**config.mk**
```make
export PLATFORM = sky130hd
export DESIGN_NAME = lisp_tokenizer_bracket_checker_top
export DESIGN_NICKNAME = d
export VERILOG_FILES = /design/src/rtl/lbc_pkg.sv /design/src/rtl/lbc_core.sv /design/src/rtl/lisp_tokenizer_bracket_checker_top.sv
export SDC_FILE = /design/constraint.sdc
export NUM_CORES = 1
export LEC_CHECK = 0
export BUFFER_PORTS_ARGS = -buffer_cell sky130_fd_sc_hd__buf_2
export CAP_MARGIN = 0
export CORE_UTILIZATION = 56
export CTS_BUF_LIST = sky130_fd_sc_hd__clkbuf_16
export DETAILED_ROUTE_END_ITERATION = 6
export HOLD_SLACK_MARGIN = 0.1
export PLACE_DENSITY = 0.84
export SETUP_SLACK_MARGIN = 0.1
export SYNTH_ARGS = -nofsm -noshare
export SYNTH_HDL_FRONTEND = slang
export SYNTH_SLANG_ARGS = --single-unit
```
**constraint.sdc**
```tcl
create_clock -name clk -period 4.4 [get_ports clk]
set_input_delay 0.44 -clock clk [delete_from_list [all_inputs] [get_ports clk]]
set_output_delay 0.44 -clock clk [all_outputs]
set_load 0.05 [all_outputs]
```
**src/rtl/lbc_pkg.sv**
```systemverilog
`default_nettype none
package lbc_pkg;

  // Field widths
  localparam int unsigned CH_W     = 8;
  localparam int unsigned STATUS_W = 4;
  localparam int unsigned NEST_W   = 7;

  typedef struct packed {
    logic [CH_W-1:0] ch;
    logic            last;
  } lbc_in_t;

  typedef struct packed {
    logic [CH_W-1:0]     byte_out;
    logic                in_token;
    logic                token_start;
    logic [STATUS_W-1:0] status;
    logic [NEST_W-1:0]   nesting;
    logic                done_res;
  } lbc_out_t;

  typedef enum logic [1:0] {
    MODE_PLAIN   = 2'd0,
    MODE_STRING  = 2'd1,
    MODE_COMMENT = 2'd2
  } lbc_mode_t;

  // Stack entry kinds
  typedef logic [1:0] lbc_kind_t;
  localparam lbc_kind_t KIND_PAREN  = 2'd0;
  localparam lbc_kind_t KIND_SQUARE = 2'd1;
  localparam lbc_kind_t KIND_CURLY  = 2'd2;
  localparam lbc_kind_t KIND_QUOTE  = 2'd3;

  // Status codes; unmatched and unbalanced codes add the kind to a base
  localparam logic [STATUS_W-1:0] ERR_NONE           = 4'd0;
  localparam logic [STATUS_W-1:0] ERR_UNMATCHED_BASE = 4'd1;
  localparam logic [STATUS_W-1:0] ERR_UNBAL_BASE     = 4'd4;
  localparam logic [STATUS_W-1:0] ERR_OVERFLOW       = 4'd8;

  // Characters
  localparam logic [CH_W-1:0] CH_LPAREN = 8'h28;
  localparam logic [CH_W-1:0] CH_RPAREN = 8'h29;
  localparam logic [CH_W-1:0] CH_LSQ    = 8'h5B;
  localparam logic [CH_W-1:0] CH_RSQ    = 8'h5D;
  localparam logic [CH_W-1:0] CH_LCURLY = 8'h7B;
  localparam logic [CH_W-1:0] CH_RCURLY = 8'h7D;
  localparam logic [CH_W-1:0] CH_DQUOTE = 8'h22;
  localparam logic [CH_W-1:0] CH_SEMI   = 8'h3B;
  localparam logic [CH_W-1:0] CH_TILDE  = 8'h7E;
  localparam logic [CH_W-1:0] CH_AT     = 8'h40;
  localparam logic [CH_W-1:0] CH_COMMA  = 8'h2C;
  localparam logic [CH_W-1:0] CH_SPACE  = 8'h20;
  localparam logic [CH_W-1:0] CH_LF     = 8'h0A;
  localparam logic [CH_W-1:0] CH_TAB    = 8'h09;
  localparam logic [CH_W-1:0] CH_BSLASH = 8'h5C;
  localparam logic [CH_W-1:0] CH_AMP    = 8'h26;
  localparam logic [CH_W-1:0] CH_APOS   = 8'h27;
  localparam logic [CH_W-1:0] CH_BTICK  = 8'h60;
  localparam logic [CH_W-1:0] CH_CARET  = 8'h5E;

endpackage
`default_nettype wire

```
**src/rtl/lbc_core.sv**
```systemverilog
`default_nettype none
module lbc_core #(
  parameter int unsigned STACK_DEPTH = 64
) (
  input  wire logic             clk,
  input  wire logic             rst_n,
  input  wire logic             accept,
  input  wire lbc_pkg::lbc_in_t item,
  output lbc_pkg::lbc_out_t     result
);
  import lbc_pkg::*;

  localparam int unsigned SPW = $clog2(STACK_DEPTH + 1);
  localparam int unsigned AW  = (STACK_DEPTH > 1) ? $clog2(STACK_DEPTH) : 1;

  // Stack: memory holds every entry, top_r mirrors entry sp-1 and below_r
  // is the registered read of entry sp-2 (addressed from the next sp).
  lbc_kind_t kind_mem [STACK_DEPTH];
  lbc_kind_t below_r;
  lbc_kind_t top_r, top_nxt, top_after;

  lbc_mode_t        mode_r, mode_nxt;
  logic             esc_r, esc_nxt;
  logic             tilde_r, tilde_nxt;
  logic             word_r, word_nxt;
  logic [STATUS_W-1:0] err_r, err_nxt, err_after, err_fin, err_code;
  logic [SPW-1:0]   sp_r, sp_nxt, sp_after, rd_full;
  logic [AW-1:0]    rd_addr;

  logic      tok, start, push_req, closer, push, pop, err_hit;
  lbc_kind_t kind;

  // Lexer mode
  always_comb begin
    mode_nxt = mode_r;
    case (mode_r)
      MODE_STRING: begin
        if (!esc_r && item.ch == CH_DQUOTE) mode_nxt = MODE_PLAIN;
      end
      MODE_COMMENT: begin
        if (item.ch == CH_LF) mode_nxt = MODE_PLAIN;
      end
      default: begin
        mode_nxt = MODE_PLAIN;
        if (!(tilde_r && item.ch == CH_AT)) begin
          if (item.ch == CH_SEMI) mode_nxt = MODE_COMMENT;
          else if (item.ch == CH_DQUOTE) mode_nxt = MODE_STRING;
        end
      end
    endcase
    if (item.last) mode_nxt = MODE_PLAIN;
  end

  // Token marks and stack actions
  always_comb begin
    tok       = 1'b0;
    start     = 1'b0;
    esc_nxt   = esc_r;
    tilde_nxt = 1'b0;
    word_nxt  = word_r;
    push_req  = 1'b0;
    closer    = 1'b0;
    pop       = 1'b0;
    kind      = KIND_PAREN;
    case (mode_r)
      MODE_STRING: begin
        tok = 1'b1;
        if (esc_r) begin
          esc_nxt = 1'b0;
        end else if (item.ch == CH_BSLASH) begin
          esc_nxt = 1'b1;
        end else if (item.ch == CH_DQUOTE) begin
          // a quote top is only missing after an overflow
          if (sp_r != '0 && top_r == KIND_QUOTE) pop = 1'b1;
        end
      end
      MODE_COMMENT: begin
      end
      default: begin
        if (tilde_r && item.ch == CH_AT) begin
          tok      = 1'b1;
          word_nxt = 1'b0;
        end else begin
          case (item.ch)
            CH_SPACE, CH_LF, CH_TAB, CH_COMMA, CH_SEMI: begin
              word_nxt = 1'b0;
            end
            CH_DQUOTE: begin
              tok = 1'b1; start = 1'b1; word_nxt = 1'b0;
              push_req = 1'b1; kind = KIND_QUOTE; esc_nxt = 1'b0;
            end
            CH_LPAREN: begin
              tok = 1'b1; start = 1'b1; word_nxt = 1'b0;
              push_req = 1'b1; kind = KIND_PAREN;
            end
            CH_LSQ: begin
              tok = 1'b1; start = 1'b1; word_nxt = 1'b0;
              push_req = 1'b1; kind = KIND_SQUARE;
            end
            CH_LCURLY: begin
              tok = 1'b1; start = 1'b1; word_nxt = 1'b0;
              push_req = 1'b1; kind = KIND_CURLY;
            end
            CH_RPAREN: begin
              tok = 1'b1; start = 1'b1; word_nxt = 1'b0;
              closer = 1'b1; kind = KIND_PAREN;
            end
            CH_RSQ: begin
              tok = 1'b1; start = 1'b1; word_nxt = 1'b0;
              closer = 1'b1; kind = KIND_SQUARE;
            end
            CH_RCURLY: begin
              tok = 1'b1; start = 1'b1; word_nxt = 1'b0;
              closer = 1'b1; kind = KIND_CURLY;
            end
            CH_TILDE: begin
              tok = 1'b1; start = 1'b1; word_nxt = 1'b0;
              tilde_nxt = 1'b1;
            end
            CH_AT, CH_AMP, CH_APOS, CH_BTICK, CH_CARET: begin
              tok = 1'b1; start = 1'b1; word_nxt = 1'b0;
            end
            default: begin
              tok      = 1'b1;
              start    = !word_r;
              word_nxt = 1'b1;
            end
          endcase
        end
      end
    endcase

    err_hit  = 1'b0;
    err_code = ERR_NONE;
    push     = 1'b0;
    if (push_req) begin
      if (sp_r == SPW'(STACK_DEPTH)) begin
        err_hit  = 1'b1;
        err_code = ERR_OVERFLOW;
      end else begin
        push = 1'b1;
      end
    end
    if (closer) begin
      if (sp_r == '0) begin
        err_hit  = 1'b1;
        err_code = ERR_UNBAL_BASE + STATUS_W'(kind);
      end else if (top_r != kind) begin
        err_hit  = 1'b1;
        err_code = ERR_UNMATCHED_BASE + STATUS_W'(kind);
      end else begin
        pop = 1'b1;
      end
    end
  end

  // State after this byte
  always_comb begin
    if (push) begin
      sp_after  = sp_r + SPW'(1);
      top_after = kind;
    end else if (pop) begin
      sp_after  = sp_r - SPW'(1);
      top_after = below_r;
    end else begin
      sp_after  = sp_r;
      top_after = top_r;
    end
    err_after = (err_r == ERR_NONE && err_hit) ? err_code : err_r;
    err_fin   = err_after;
    if (item.last && err_after == ERR_NONE && sp_after != '0)
      err_fin = ERR_UNBAL_BASE + STATUS_W'(top_after);

    if (!accept) begin
      sp_nxt  = sp_r;
      top_nxt = top_r;
      err_nxt = err_r;
    end else if (item.last) begin
      sp_nxt  = '0;
      top_nxt = top_after;
      err_nxt = ERR_NONE;
    end else begin
      sp_nxt  = sp_after;
      top_nxt = top_after;
      err_nxt = err_after;
    end
    rd_full = sp_nxt - SPW'(2);
    rd_addr = rd_full[AW-1:0];
  end

  always_comb begin
    result.byte_out    = item.ch;
    result.in_token    = tok;
    result.token_start = start;
    result.status      = err_fin;
    result.nesting     = NEST_W'(sp_after);
    result.done_res    = item.last;
  end

  always_ff @(posedge clk) begin
    if (!rst_n) begin
      mode_r  <= MODE_PLAIN;
      esc_r   <= 1'b0;
      tilde_r <= 1'b0;
      word_r  <= 1'b0;
      err_r   <= ERR_NONE;
      sp_r    <= '0;
    end else begin
      sp_r  <= sp_nxt;
      err_r <= err_nxt;
      if (accept) begin
        mode_r  <= mode_nxt;
        esc_r   <= item.last ? 1'b0 : esc_nxt;
        tilde_r <= item.last ? 1'b0 : tilde_nxt;
        word_r  <= item.last ? 1'b0 : word_nxt;
      end
    end
  end

  always_ff @(posedge clk) begin
    top_r <= top_nxt;
  end

  // Stack memory: write at sp on push, read entry below the next top
  always_ff @(posedge clk) begin
    if (accept && push) kind_mem[sp_r[AW-1:0]] <= kind;
    below_r <= kind_mem[rd_addr];
  end

endmodule
`default_nettype wire

```
**src/rtl/lisp_tokenizer_bracket_checker_top.sv**
```systemverilog
`default_nettype none
// A byte's result is registered in the output register, or in the skid entry while the
// output is stalled. One byte per cycle while in_stall is low; the stack step uses a top
// register plus a registered read of the entry below it from the stack memory.
// Reset: rst_n synchronous, active low; clears lexer state, error, stack depth and
// the output buffer. The stack memory is not cleared and needs no sweep.
module lisp_tokenizer_bracket_checker_top #(
  parameter int unsigned STACK_DEPTH = 64
) (
  input  wire logic              clk,
  input  wire logic              rst_n,
  input  wire logic              in_valid,
  output logic                   in_stall,
  input  wire lbc_pkg::lbc_in_t  in_data,
  output logic                   out_valid,
  input  wire logic              out_stall,
  output lbc_pkg::lbc_out_t      out_data
);
  import lbc_pkg::*;

  lbc_out_t res;
  lbc_out_t out_data_r, skid_data_r;
  logic     out_valid_r, skid_valid_r;
  logic     accept, taken;

  // Input side only stalls once the skid entry is occupied, so a new
  // transfer is taken while a finished result still waits downstream.
  assign in_stall = skid_valid_r;
  assign accept   = in_valid && !skid_valid_r;
  assign taken    = out_valid_r && !out_stall;

  lbc_core #(
    .STACK_DEPTH(STACK_DEPTH)
  ) u_core (
    .clk    (clk),
    .rst_n  (rst_n),
    .accept (accept),
    .item   (in_data),
    .result (res)
  );

  // Output register with one skid entry behind it
  always_ff @(posedge clk) begin
    if (!rst_n) begin
      out_valid_r  <= 1'b0;
      skid_valid_r <= 1'b0;
    end else begin
      if (taken || !out_valid_r) begin
        if (skid_valid_r) begin
          out_data_r   <= skid_data_r;
          out_valid_r  <= 1'b1;
          skid_valid_r <= 1'b0;
        end else if (accept) begin
          out_data_r  <= res;
          out_valid_r <= 1'b1;
        end else begin
          out_valid_r <= 1'b0;
        end
      end else if (accept) begin
        // output held by a stall: park the new result
        skid_data_r  <= res;
        skid_valid_r <= 1'b1;
      end
    end
  end

  assign out_valid = out_valid_r;
  assign out_data  = out_data_r;

endmodule
`default_nettype wire
```
==> reports/qor.yml <==
final_antenna_net_count: 0
fill_cells: 1101
maxClockFrequency_ghz: 0.242
cap_violations: 0
fin_crit_sh_pct: 93.9
slowest_stage: "sky130_fd_sc_hd__or4b_1"
cellLeakagePower_nw: 3.55
power.density_cell_area_mw_per_mm2: 339
io_pins: 37
setup_tns_ns: 0
insertedDiodeCount: 0
cts_hold_buf: 0
yosysTopAreaCellShare_pct: 56.1
postSynthCellCount: 787
synthTopCellsByCount: "sky130_fd_sc_hd__edfxtp_1, sky130_fd_sc_hd__nor2_1, sky130_fd_sc_hd__a211oi_1"
synth_warnings: 0
timing.final.setup_violations: 0
clock_tree_from_tritoncts: "yes"
finalHoldViolations: 0
synthMostInstantiatedCell: "sky130_fd_sc_hd__edfxtp_1"
drt-total-wl_um: 22600
tritoncts_num_sinks: 194
critical-path-max-stage-delay_ns: 0.47
outcome: "finished, final reports clean"
multi_input_area_sq_mm: 0.00346
global_route.overflow_total: 0
synth_fp_nets: 806
timing.critical_path.cells: "inv_1, ha_1, nand2b_1, nor4_4, and2_2, nand2b_1, a31oi_2, o31ai_4, buf_4, xnor2_4, buf_4, nor3_1, o21ai_1, a211oi_1, o21ai_0, or4b_1"
clk_pin_slew_worst_paths_ns: 0.07
final-max-slew-violation-count: 0
dpl.cell_count: 1035
netlist_area_before_placement_sq_mm: 0.00931
worst_hold_slack_ns: 0.280
timing_worst_slew_pin_value_ns: 1.15
route.detailed.vias_per_inst: 6.62
finalWeightedCongestion: 0.904
grt_pass1_vias: 6772
synth_cell_type_count: 70
syn_area_per_cell_sq_um: 11.8
max-clock-path-buffers: 2
place.detailed.hpwl_um: 14200
data_required_time_at_the_worst_endpoint_ns: 4.71
synth_edf_count: 174
drtPass1Iterations: 6
numCtsBuffers: 17
rows: 46
maximum_number_of_pins_on_one_net_before_global_route_repair: 65
drive_gt1_share_pct: 19.2
portbufs: 36
groute.layer.met3.usage_pct: 6.88
ys_ff_latch: 194
finalWorstPathRequiredPeriod_ns: 4.13
ir_worst_vdd_mv: 0.281
die_w_um: 131
drt_iter0_drc: 884
end_kind: "register"
regArea_sq_mm: 0.00563
worstHoldPathType: "in -> reg"
die_area_sq_mm: 0.0171
synth_area_leaders: "sky130_fd_sc_hd__edfxtp_1, sky130_fd_sc_hd__a211oi_1, sky130_fd_sc_hd__dfxtp_1"
clk_latency_ns: 0.44
cts.htree.levels: 4
die_height_um: 131
grt.busiest_layer: "met2"
synth_largest_area_cell: "sky130_fd_sc_hd__edfxtp_1"
maxSlewHeadroom_pct: 23.6
relative_area_change_from_synthesis_to_final_layout_pct: 14.1
grt_use_total_pct: 27.8
rsz0062_at_grt: "no"
wl_per_cell_um: 21.2
via_count: 7067
fin_skew_ns: 0.0158
root_buffer: "sky130_fd_sc_hd__clkbuf_16"
seq_area_frac_synth_pct: 60.4
placed_cell_area_sq_mm: 0.0100
wire_length_of_the_first_global_routing_pass_um: 35500
total_power_mw: 3.60
grt_antenna_before_repair: 0
synthArstFlopShare_pct: 0
start_util_pct: 58.0
finish.net_count: 858
critical_path.max_fanout: 11
critical_path_class: "reg -> reg"
final_area_sq_mm: 0.0106
detail_route.drc_violations: 0
grtUsageMet2_pct: 45.8
post_layout_nonfiller_instances: 1068
critical_path.startpoint_type: "register"
postSynth.topFlopCell: "sky130_fd_sc_hd__edfxtp_1"
core_area_sq_mm: 0.0161
cp_data_arrival_time_ns: 4.44
met1_usage_pct: 34.8
worst paths after layout:
kind	cells after the start	to	start	slack, ns
setup / recovery	16	u_core.below_r[0]$_DFF_P_	u_core.sp_r[1]$_SDFF_PN0_	0.27
hold / removal	3	in_stall$_SDFFE_PP0P_	out_stall	0.28
setup reg to reg	16	u_core.below_r[0]$_DFF_P_	u_core.sp_r[1]$_SDFF_PN0_	0.27
hold reg to reg	2	in_stall$_SDFFE_PP0P_	out_valid$_SDFFE_PN0P_	0.51
flip-flops by register name, indices dropped and copies added, names as in the netlist:
register	flops
out_valid	1
u_core.word_r	1
u_core.top_r	2
u_core.mode_r	2
in_stall	1
u_core.esc_r	1
u_core.err_r	4
out_data	22
u_core.kind_mem	128
u_core.sp_r	7
u_core.below_r	2
u_core.tilde_r	1
skid_data_r	22
cell usage in the layout, fill, tap and decap left out, drive strengths merged, types with 6 or more instances in the layout:
master,n
a211o,8
a211oi,69
a21oi,17
and2,8
buf,90
clkbuf,17
clkinv,9
dfxtp,20
edfxtp,174
ha,6
inv,19
mux2,20
mux2i,18
nand2,39
nand2b,11
nand3,34
nand4,7
nor2,93
nor2b,8
nor3,44
o21ai,32
o221ai,12
o22ai,6
o31ai,7
xnor2,8
cell families after synthesis:
kind of cell / Yosys count / share of synthesized area [%]
flops: 194 / 60.4
mux: 38 / 4.35
buf+inv: 71 / 3.44
fa+ha+maj: 6 / 0.806
simple gates: 280 / 15.1
xor+xnor: 13 / 1.30
compound gates: 185 / 14.6
layout make-up:
cell class                 count  share of cell area [%]
clock inverter                15                    1.22
timing repair buffer          90                    6.22
inverter                      14                   0.495
multi-input combinational    522                    32.6
tap                          216                    2.54
sequential                   194                    53.0
clock buffer                  17                    4.00
through the flow:
stage,worst slack [ns],util [%]
floorplan,0.101,-
global placement,0.138,62.4
detailed placement,0.0115,62.4
CTS,0.222,65.9
global route,0.128,66.2
finish,0.268,66.2
per-layer routing:
layer / wire, um / share of wire (%)
met1: 8710 / 39
met4: 930 / 4.1
met2: 10900 / 48
met3: 2020 / 8.9
met5: 0 / 0
power breakdown:
group	switching, mW	total (mW)	internal [mW]
clock	0.712	1.45	0.740
combinational	0.102	0.142	0.0399
sequential	0.00566	2.01	2.00
worst max-delay path: cells and delay by family (launching register included):
family                   cells  cell delay (ns)
AND/OR/NAND/NOR              6             1.63
adder cells (fa/ha/maj)      1             0.25
AO/OA/AOI/OAI                5             1.08
buffers and inverters        3             0.62
flip-flops                   1             0.31
XOR/XNOR                     1             0.12
repair_timing:
| action | in CTS | in global routing |
|---|---|---|
| buffers inserted | 0 | 1 |
| resized for setup | 1 | 6 |
| endpoints found under the setup margin | 1 | 5 |
| pin swaps | 0 | 1 |
No activity file was read; power rests on OpenSTA's default activity.
